`config.mk`:
```
export PLATFORM = sky130hd
export DESIGN_NAME = fnvht_ctrl
export DESIGN_NICKNAME = d
export VERILOG_FILES = /design/src/design/fnvht_pkg.sv /design/src/design/fnvht_ctrl.sv
export VERILOG_INCLUDE_DIRS = /design/src /design/src/design
export SDC_FILE = /design/constraint.sdc
export NUM_CORES = 1
export LEC_CHECK = 0
export BUFFER_PORTS_ARGS = -buffer_cell sky130_fd_sc_hd__clkbuf_2
export CORE_AREA = 4 4 41 43
export DETAILED_ROUTE_END_ITERATION = 8
export DIE_AREA = 0 0 45 47
export PLACE_DENSITY = 0.48
export SLEW_MARGIN = 0
export SYNTH_ARGS = -nofsm -noshare
export SYNTH_HDL_FRONTEND = slang
export SYNTH_SLANG_ARGS = --single-unit
```
`constraint.sdc`:
```
create_clock -name clock -period 1.7 [get_ports clock]
set_clock_uncertainty 0.15 [all_clocks]
set_input_delay 0.34 -clock clock [delete_from_list [all_inputs] [get_ports clock]]
set_output_delay 0.34 -clock clock [all_outputs]
set_load 0.01 [all_outputs]
```
`src/design/assert_macros.svh`:
```
// assertion macros used by the sequencer
`ifndef ASSERT_MACROS_SVH
`define ASSERT_MACROS_SVH
`ifndef SYNTHESIS
`define ASSERT_IMPLIES(label, clk, rst, pre, post) \
   label: assert property (@(posedge clk) disable iff (rst) (pre) |-> (post)) \
      else $error("assertion failed");
`define ASSERT_NEXT(label, clk, rst, pre, post) \
   label: assert property (@(posedge clk) disable iff (rst) (pre) |=> (post)) \
      else $error("assertion failed");
`else
`define ASSERT_IMPLIES(label, clk, rst, pre, post)
`define ASSERT_NEXT(label, clk, rst, pre, post)
`endif
`endif

```
`src/design/fnvht_pkg.sv`:
```
// ----------------------------------------------------------------------------
// fnvht_pkg
// shared types and constants of the fnv-1a bucketed hash table
// ----------------------------------------------------------------------------
package fnvht_pkg;

   localparam logic [31:0] FNV_BASIS = 32'd2166136261;
   localparam logic [31:0] FNV_PRIME = 32'd16777619;

   localparam logic [1:0] OP_INSERT = 2'd0;
   localparam logic [1:0] OP_FIND   = 2'd1;
   localparam logic [1:0] OP_REMOVE = 2'd2;
   localparam logic [1:0] OP_NONE   = 2'd3;

   localparam logic [1:0] ST_DONE      = 2'd0;
   localparam logic [1:0] ST_NOT_FOUND = 2'd1;
   localparam logic [1:0] ST_FULL      = 2'd2;
   localparam logic [1:0] ST_ZERO      = 2'd3;

   typedef enum logic [3:0] {
      S_CLEAR,
      S_IDLE,
      S_MUL,
      S_QUOT,
      S_REM,
      S_READ,
      S_SCAN,
      S_WRITE,
      S_OUT
   } state_type;

   // controller to datapath
   typedef struct packed {
      logic clear_step;  // write zero to row at clear counter
      logic take_byte;   // latch input item
      logic do_mul;      // finish hash multiply
      logic do_quot;     // bucket quotient estimate
      logic do_rem;      // bucket remainder
      logic do_read;     // issue row read
      logic do_scan;     // compare row, choose slot
      logic do_write;    // write row back
      logic load_out;    // capture result
   } cmd_type;

   // datapath to controller
   typedef struct packed {
      logic clear_done;
      logic is_last;
      logic need_write;
   } sts_type;

endpackage

```
`src/design/fnvht_ctrl.sv`:
```
// ----------------------------------------------------------------------------
// fnvht_ctrl
// sequencer: clearing pass, byte fold, row read, scan, write, result
// ----------------------------------------------------------------------------
`include "assert_macros.svh"
module fnvht_ctrl (
   input  logic               clock,
   input  logic               reset,
   input  logic               req_valid,
   output logic               req_ready,
   output logic               rsp_valid,
   input  logic               rsp_ready,
   input  fnvht_pkg::sts_type sts,
   output fnvht_pkg::cmd_type cmd
);

   fnvht_pkg::state_type state_ff, state_in;
   logic rsp_valid_ff, rsp_valid_in;

   always_ff @(posedge clock) begin
      if (reset) begin
         state_ff     <= fnvht_pkg::S_CLEAR;
         rsp_valid_ff <= 1'b0;
      end else begin
         state_ff     <= state_in;
         rsp_valid_ff <= rsp_valid_in;
      end
   end

   assign rsp_valid = rsp_valid_ff;

   always_comb begin
      state_in     = state_ff;
      rsp_valid_in = rsp_valid_ff && !rsp_ready;
      cmd          = '0;
      req_ready    = 1'b0;
      unique case (state_ff)
         fnvht_pkg::S_CLEAR: begin
            cmd.clear_step = 1'b1;
            if (sts.clear_done) state_in = fnvht_pkg::S_IDLE;
         end
         fnvht_pkg::S_IDLE: begin
            req_ready = 1'b1;
            if (req_valid) begin
               cmd.take_byte = 1'b1;
               state_in = fnvht_pkg::S_MUL;
            end
         end
         fnvht_pkg::S_MUL: begin
            cmd.do_mul = 1'b1;
            state_in = sts.is_last ? fnvht_pkg::S_QUOT : fnvht_pkg::S_IDLE;
         end
         fnvht_pkg::S_QUOT: begin
            cmd.do_quot = 1'b1;
            state_in = fnvht_pkg::S_REM;
         end
         fnvht_pkg::S_REM: begin
            cmd.do_rem = 1'b1;
            state_in = fnvht_pkg::S_READ;
         end
         fnvht_pkg::S_READ: begin
            cmd.do_read = 1'b1;
            state_in = fnvht_pkg::S_SCAN;
         end
         fnvht_pkg::S_SCAN: begin
            cmd.do_scan = 1'b1;
            state_in = sts.need_write ? fnvht_pkg::S_WRITE : fnvht_pkg::S_OUT;
         end
         fnvht_pkg::S_WRITE: begin
            cmd.do_write = 1'b1;
            state_in = fnvht_pkg::S_OUT;
         end
         fnvht_pkg::S_OUT: begin
            if (!rsp_valid_ff || rsp_ready) begin
               cmd.load_out = 1'b1;
               rsp_valid_in = 1'b1;
               state_in = fnvht_pkg::S_IDLE;
            end
         end
         default: state_in = fnvht_pkg::S_IDLE;
      endcase
   end

   `ASSERT_IMPLIES(a_ready_idle, clock, reset, req_ready, state_ff == fnvht_pkg::S_IDLE)
   `ASSERT_NEXT(a_load_valid, clock, reset, cmd.load_out, rsp_valid)
   `ASSERT_NEXT(a_write_out, clock, reset, cmd.do_write, state_ff == fnvht_pkg::S_OUT)
   `ASSERT_IMPLIES(a_no_ready_clear, clock, reset, state_ff == fnvht_pkg::S_CLEAR, !req_ready)

endmodule

```
==> results of run 1 <==
==> power by group through the flow <==
stage                     registers [W]  logic (W)  clock network (W)
after floorplan                0.000131  0.0000341                  0
after global placement         0.000127  0.0000708                  0
after detailed placement       0.000128  0.0000697                  0
after CTS                      0.000127  0.0000832           0.000147
after global routing           0.000128   0.000101           0.000158
final                          0.000127  0.0000933           0.000143
==> cell families (layout without fill, tap and decap cells) <==
kind of cell / Yosys count / after routing / share of synthesized area (%)
AOI/OAI and AO/OA: 9 / 9 / 17.48
and+or+nand+nor: 25 / 25 / 45.12
DFF: 5 / 5 / 32.52
buffers and inverters: 3 / 28 / 4.877
==> worst max-delay path: stages, from the launching register on <==
cell and delay, ns:
dfxtp_2 0.31, or4b_4 0.52, and2b_2 0.23, buf_6 0.09
==> repair_timing <==
item / in CTS / in global routing
gates resized for setup: 6 / 19
endpoints found under the setup margin: 8 / 8
endpoints found under the hold margin: 0 / 0
pin swaps: 1 / 0
buffers inserted: 1 / 0
==> metal layers <==
layer  vias up  track usage (%)  part of all wire, %
li1        201                -                    -
met1       173            14.38                   46
met2        13            14.12                   46
met3         0            6.130                  7.7
met4         0            3.509                    0
met5         -                0                    0
==> through the flow <==
stage | setup TNS [ns] | std cells
floorplan | 0 | 42
detailed placement | 0 | 77
global route | -0.4009 | 82
global placement | 0 | 77
finish | -0.2053 | 82
CTS | -0.2459 | 82
==> sequential cells by signal, indices dropped and copies added, names as in the netlist <==
register,cells
state_ff,4
rsp_valid,1
==> worst min path at each step <==
stage                                          end  slack, ns  cells after the start
final                         rsp_valid$_SDFF_PP0_       0.19                      2
after global routing      state_ff[1]$_SDFFE_PP0P_       0.19                      2
after CTS                     rsp_valid$_SDFF_PP0_       0.18                      2
after detailed placement      rsp_valid$_SDFF_PP0_       0.39                      2
after global placement        rsp_valid$_SDFF_PP0_       0.40                      2
after floorplan               rsp_valid$_SDFF_PP0_       0.26                      1
==> cells in the final DEF (no fill, tap or decap), drive strengths merged, types with 3 or more instances in the layout <==
master | netlist | final
nand2b | 4 | 4
nor3 | 7 | 7
o21ai | 4 | 4
dfxtp | 5 | 5
a21oi | 3 | 3
clkbuf | 1 | 16
nor2 | 7 | 7
buf | 1 | 11
==> cell type report <==
type	count	area share, %
sequential	5	18.57
timing repair buffer	23	27.52
multi-input combinational	34	45.19
tap	15	3.356
clock buffer	4	4.698
inverter	1	0.6711
==> impl_results.md, run 1 <==
- R2r endpoint: state_ff[0]$_SDFFE_PP0P_
- Clock latency on the worst-skew pair: 0.25 ns
- Synthesized instance count: 42
- Synth area leaders: dfxtp_1 (33%), nor3_1 (11%), nor2_1 (8.5%)
- Cts hold-fix bufs: 0
- Die span in x: 45 um
- Cell count of the worst reg-to-reg path: 4
- CTS tree: done
- Seq. cell area: 103.9 um^2
- Share of power burned in registers: 35.0%
- Syn. warnings: 0
- DRT Wirelength: 961 um
- Worst Slack Setup Final: -0.1858 ns
- Die Y: 47 um
- Num rows: 13
- Setup CP Type: reg2out
- Synth top cells by count: nor2_1 (7), nor3_1 (7), dfxtp_1 (5)
- Unique masters post-synth: 18
- Pwr dens: 649.5 nW/um^2
- R2r startpoint: state_ff[2]$_SDFFE_PP0P_
- Router iterations before antenna repair: 2
- First-pass GRT wire length: 1.600 mm
- Mapped Nets: 49
- Switching Fraction: 28.46%
- N_diodes: 0
- Root buffer cell: clkbuf_4
- Top FF cell, synth: dfxtp_1
- Largest net degree at the start of global routing: 12
- HP Start: reset
- Layout cell share with drive strength beyond 1: 59.70%
- Worst Path Max Fanout: 2
- Core ar.: 1301 um^2
- Clock sink count: 5
- Final Hold Violating Endpoints: 0
- Sequential-to-total area share from yosys stat: 32.52%
- HPWL after detailed placement: 698.6 um
- Min Hold Slack: 0.1862 ns
- Utilization after layout: 42.98%
- Max Cap Viol: 0
- H-tree depth: 1
- Clock Pin Slew Worst Setup and Hold Paths: 0.05 ns
- Fillers: 154
- R2R Setup Slk: 0.22 ns
- Slew @ Worst Pin: 0.2337 ns
- Design Power: 0.0003633 W
- Fmax: 530.3 MHz
- Fin nets: 75
- Startpoint types: flip-flop
- TritonCTS buffer count: 3
- Failing checks: negative setup slack
- Mean Syn Cell Area: 7.328 um^2
- Register bit count reported by yosys: 5
- Share of the synthesized area in the top cell type: 32.52%
- Final ANT Viol Nets: 0
- Yosys top cell by area: dfxtp_1
- Worst setup path endpoint: cmd[0]
- Starting Density: 23.65%
- Critical Path Start: state_ff[2]$_SDFFE_PP0P_
- I/O pin cnt: 18
- Slew Viols, Final: 0
- Period utilisation layout: 110.9%
- GP Congestion: 0.7115
- RSZ-0062 raised after global routing: true
- Status: finished with violations
- VDD IR max: 0.2361 mV
- DRC violation count after routing: 0
- Layout area overhead: 81.71%
- Remaining global-route overflow: 0
- Combinational fraction of design power: 25.7%
- Clock group share of total power: 39.3%
- Initial antenna violation count: 0
- Crit. End Element: output pin
- Dpl cell area: 437.9 um^2
- Async SR Flop Fraction: 0%
- Vias in the first global route: 345
- Design area: 559.3 um^2
- Multi-input logic area: 252.7 um^2
- Req. time, crit path: 1.21 ns
- GRT Util Overall: 10.68%
- Vias per std cell: 4.720
- Post-Syn Area: 307.8 um^2
- Worst EP arrival: 1.40 ns
- IO Port Bufs: 17
- Bufs on Longest Clock Path: 2
- Pre-CTS setup slack: 0.04401 ns
- Leakage: 0.2615 nW
- EDFF count, synth: 0
- DR vias: 387
- Min Tclk post-route: 1.886 ns
- Setup Viol. Count Final: 2
- Die area: 2115 um^2
- Worst hold path class: in2reg
- Worst relative slew slack: 84.25%
- Initial DRC Count: 5
- WL per Instance: 11.72 um
- Switching power: 0.0001034 W
- Internal power: 0.0002599 W
Note: power is estimated with default switching activity, not from simulation.
==> inputs of run 2 (changes only) <==
- GPL_TIMING_DRIVEN: unset -> 0
- PLACE_DENSITY: 0.48 -> unset
- PLACE_DENSITY_LB_ADDON: unset -> 0.1
==> run 2 against run 1 <==
The run still ends with negative setup slack left. Utilization rose by 1.5 points. Design area increased by 3.6%. Flip-flop and latch count unchanged. Register-to-register slack worse by 0.02 ns. Via count is 0.52% higher. Sequential power barely moved. Total power shrank 3.9%. Critical path type unchanged. Critical endpoint unchanged. Largest cell class unchanged. Highest routed layer unchanged.
==> impl_results.md, run 2 (synthesized netlist as in run 1, its figures left out) <==
- Startpoint types: flip-flop
- Max reg flops: 4 (unchanged)
- Commonest non-fill, non-tap cell in the layout: clkbuf_2
- HPWL after detailed placement: 628.5 um (-10%)
- Top reg by flops: state_ff
- Leakage: 0.2675 nW (+2.3%)
- Die span in x: 45 um (unchanged)
- CTS tree: done
- TritonCTS buffer count: 3 (unchanged)
- Worst Path Max Fanout: 4 (+2)
- Worst Slack Setup Final: -0.2086 ns (-0.02276 ns)
- Period utilisation layout: 112.3% (+1.3 points)
- Max Cap Viol: 0 (unchanged)
- Req. time, crit path: 1.21 ns (about the same)
- Starting Density: 23.65% (unchanged)
- Clock sink count: 5 (unchanged)
- DRT Wirelength: 902 um (-6.1%)
- RSZ-0062 raised after global routing: true
- IO Port Bufs: 17 (unchanged)
- Vias in the first global route: 338 (-2.0%)
- I/O pin cnt: 18 (unchanged)
- GRT Util Overall: 9.098% (-1.6 points)
- Slew @ Worst Pin: 0.3571 ns (+0.1234 ns)
- Die area: 2115 um^2 (unchanged)
- Crit. End Element: output pin
- Initial DRC Count: 3 (-2)
- DR vias: 389 (+0.52%)
- Remaining global-route overflow: 0 (unchanged)
- Clock latency on the worst-skew pair: 0.24 ns (about the same)
- Fillers: 135 (-12%)
- N_diodes: 0 (unchanged)
- Bufs on Longest Clock Path: 2 (unchanged)
- Setup CP Type: reg2out
- Pwr dens: 602.7 nW/um^2 (-7.2%)
- Router iterations before antenna repair: 4 (+2)
- Final ANT Viol Nets: 0 (unchanged)
- First-pass GRT wire length: 1.311 mm (-18%)
- WL per Instance: 10.74 um (-8.4%)
- Largest net degree at the start of global routing: 11 (-1)
- Die Y: 47 um (unchanged)
- Num rows: 13 (unchanged)
- Initial antenna violation count: 0 (unchanged)
- Design area: 579.3 um^2 (+3.6%)
- Status: finished with violations
- Utilization after layout: 44.52% (+1.5 points)
- Root buffer cell: clkbuf_4
- Clock Pin Slew Worst Setup and Hold Paths: 0.04 ns (about the same)
- Min Tclk post-route: 1.909 ns (+0.02276 ns)
- Cts hold-fix bufs: 0 (unchanged)
- GP Congestion: 0.6409 (-9.9%)
- Failing checks: negative setup slack
- H-tree depth: 1 (unchanged)
- VDD IR max: 0.4520 mV (+91%)
- Fin nets: 77 (+2.7%)
- Layout cell share with drive strength beyond 1: 62.32% (+2.6 points)
- Core ar.: 1301 um^2 (unchanged)
- Final Hold Violating Endpoints: 0 (unchanged)
- Most frequent cells in the layout: clkbuf_2 (9), buf_6 (6), buf_2 (6)
- DRC violation count after routing: 0 (unchanged)
- Layout area overhead: 88.21%
- Slew Viols, Final: 0 (unchanged)
- Vias per std cell: 4.631 (-1.9%)
- Dpl cell area: 411.6 um^2 (-6.0%)
- Fmax: 524.0 MHz (-1.2%)
- Worst relative slew slack: 75.97% (-8.3 points)
- Pre-CTS setup slack: -0.06807 ns (-0.1121 ns)
- Worst EP arrival: 1.42 ns (+0.02 ns)
- Setup Viol. Count Final: 4 (+2)
- Worst hold path class: in2reg
run 2: cell type report:
type,instances,area (um^2),share of cell area (%)
Clock buffer,4,26.28,4.536
Sequential cell,5,108.9,18.79
Buffer,2,18.77,3.240
Tap cell,15,18.77,3.240
Inverter,1,3.754,0.6479
Timing Repair Buffer,23,153.9,26.57
Multi-Input combinational cell,34,249.0,42.98
run 2: per-layer routing:
metal  routed length, um  track usage (%)  vias to the layer above
met5                   0                0                        -
met4                   0            1.754                        0
met3                  60            6.897                        0
met2                 450            14.12                        8
met1                 391            10.05                      179
li1                    -                -                      202
run 2: final timing paths:
path	start	to	slack [ns]	cells after the start
max	state_ff[1]$_SDFFE_PP0P_	cmd[0]	-0.21	3
min	reset	state_ff[1]$_SDFFE_PP0P_	0.18	2
max reg2reg	state_ff[1]$_SDFFE_PP0P_	state_ff[0]$_SDFFE_PP0P_	0.20	4
min reg2reg	rsp_valid$_SDFF_PP0_	rsp_valid$_SDFF_PP0_	0.39	2
run 2: report_power, final:
group	internal [W]	leakage, nW	switching [W]	total, W
clock	0.0000885	0.0150	0.0000450	0.000133
sequential	0.000123	0.0425	0.00000580	0.000128
combinational	0.0000446	0.210	0.0000426	0.0000872
run 2: timing repair:
action                     CTS  global route
setup endpoints to repair    8             9
resized for setup           11            24
pin swaps                    1             4
buffers inserted             5             1
run 2: per-stage QoR:
step | total power, W | cells | hold WS, ns | TNS [ns]
6_report | 0.0003491 | 84 | 0.1753 | -0.4644
5_1_grt | 0.0003770 | 84 | 0.1779 | -0.9320
4_1_cts | 0.0003378 | 83 | 0.1759 | -0.4206
3_5_place_dp | 0.0001907 | 74 | 0.3858 | -0.07271
3_3_place_gp | 0.0001920 | 74 | 0.3978 | -0.07655
2_1_floorplan | 0.0001647 | 42 | 0.2591 | 0
run 2: worst max-delay path: stages (launching register included):
cell     delay, ns
dfxtp_4       0.35
or4b_4        0.51
and2b_2       0.23
buf_6         0.09
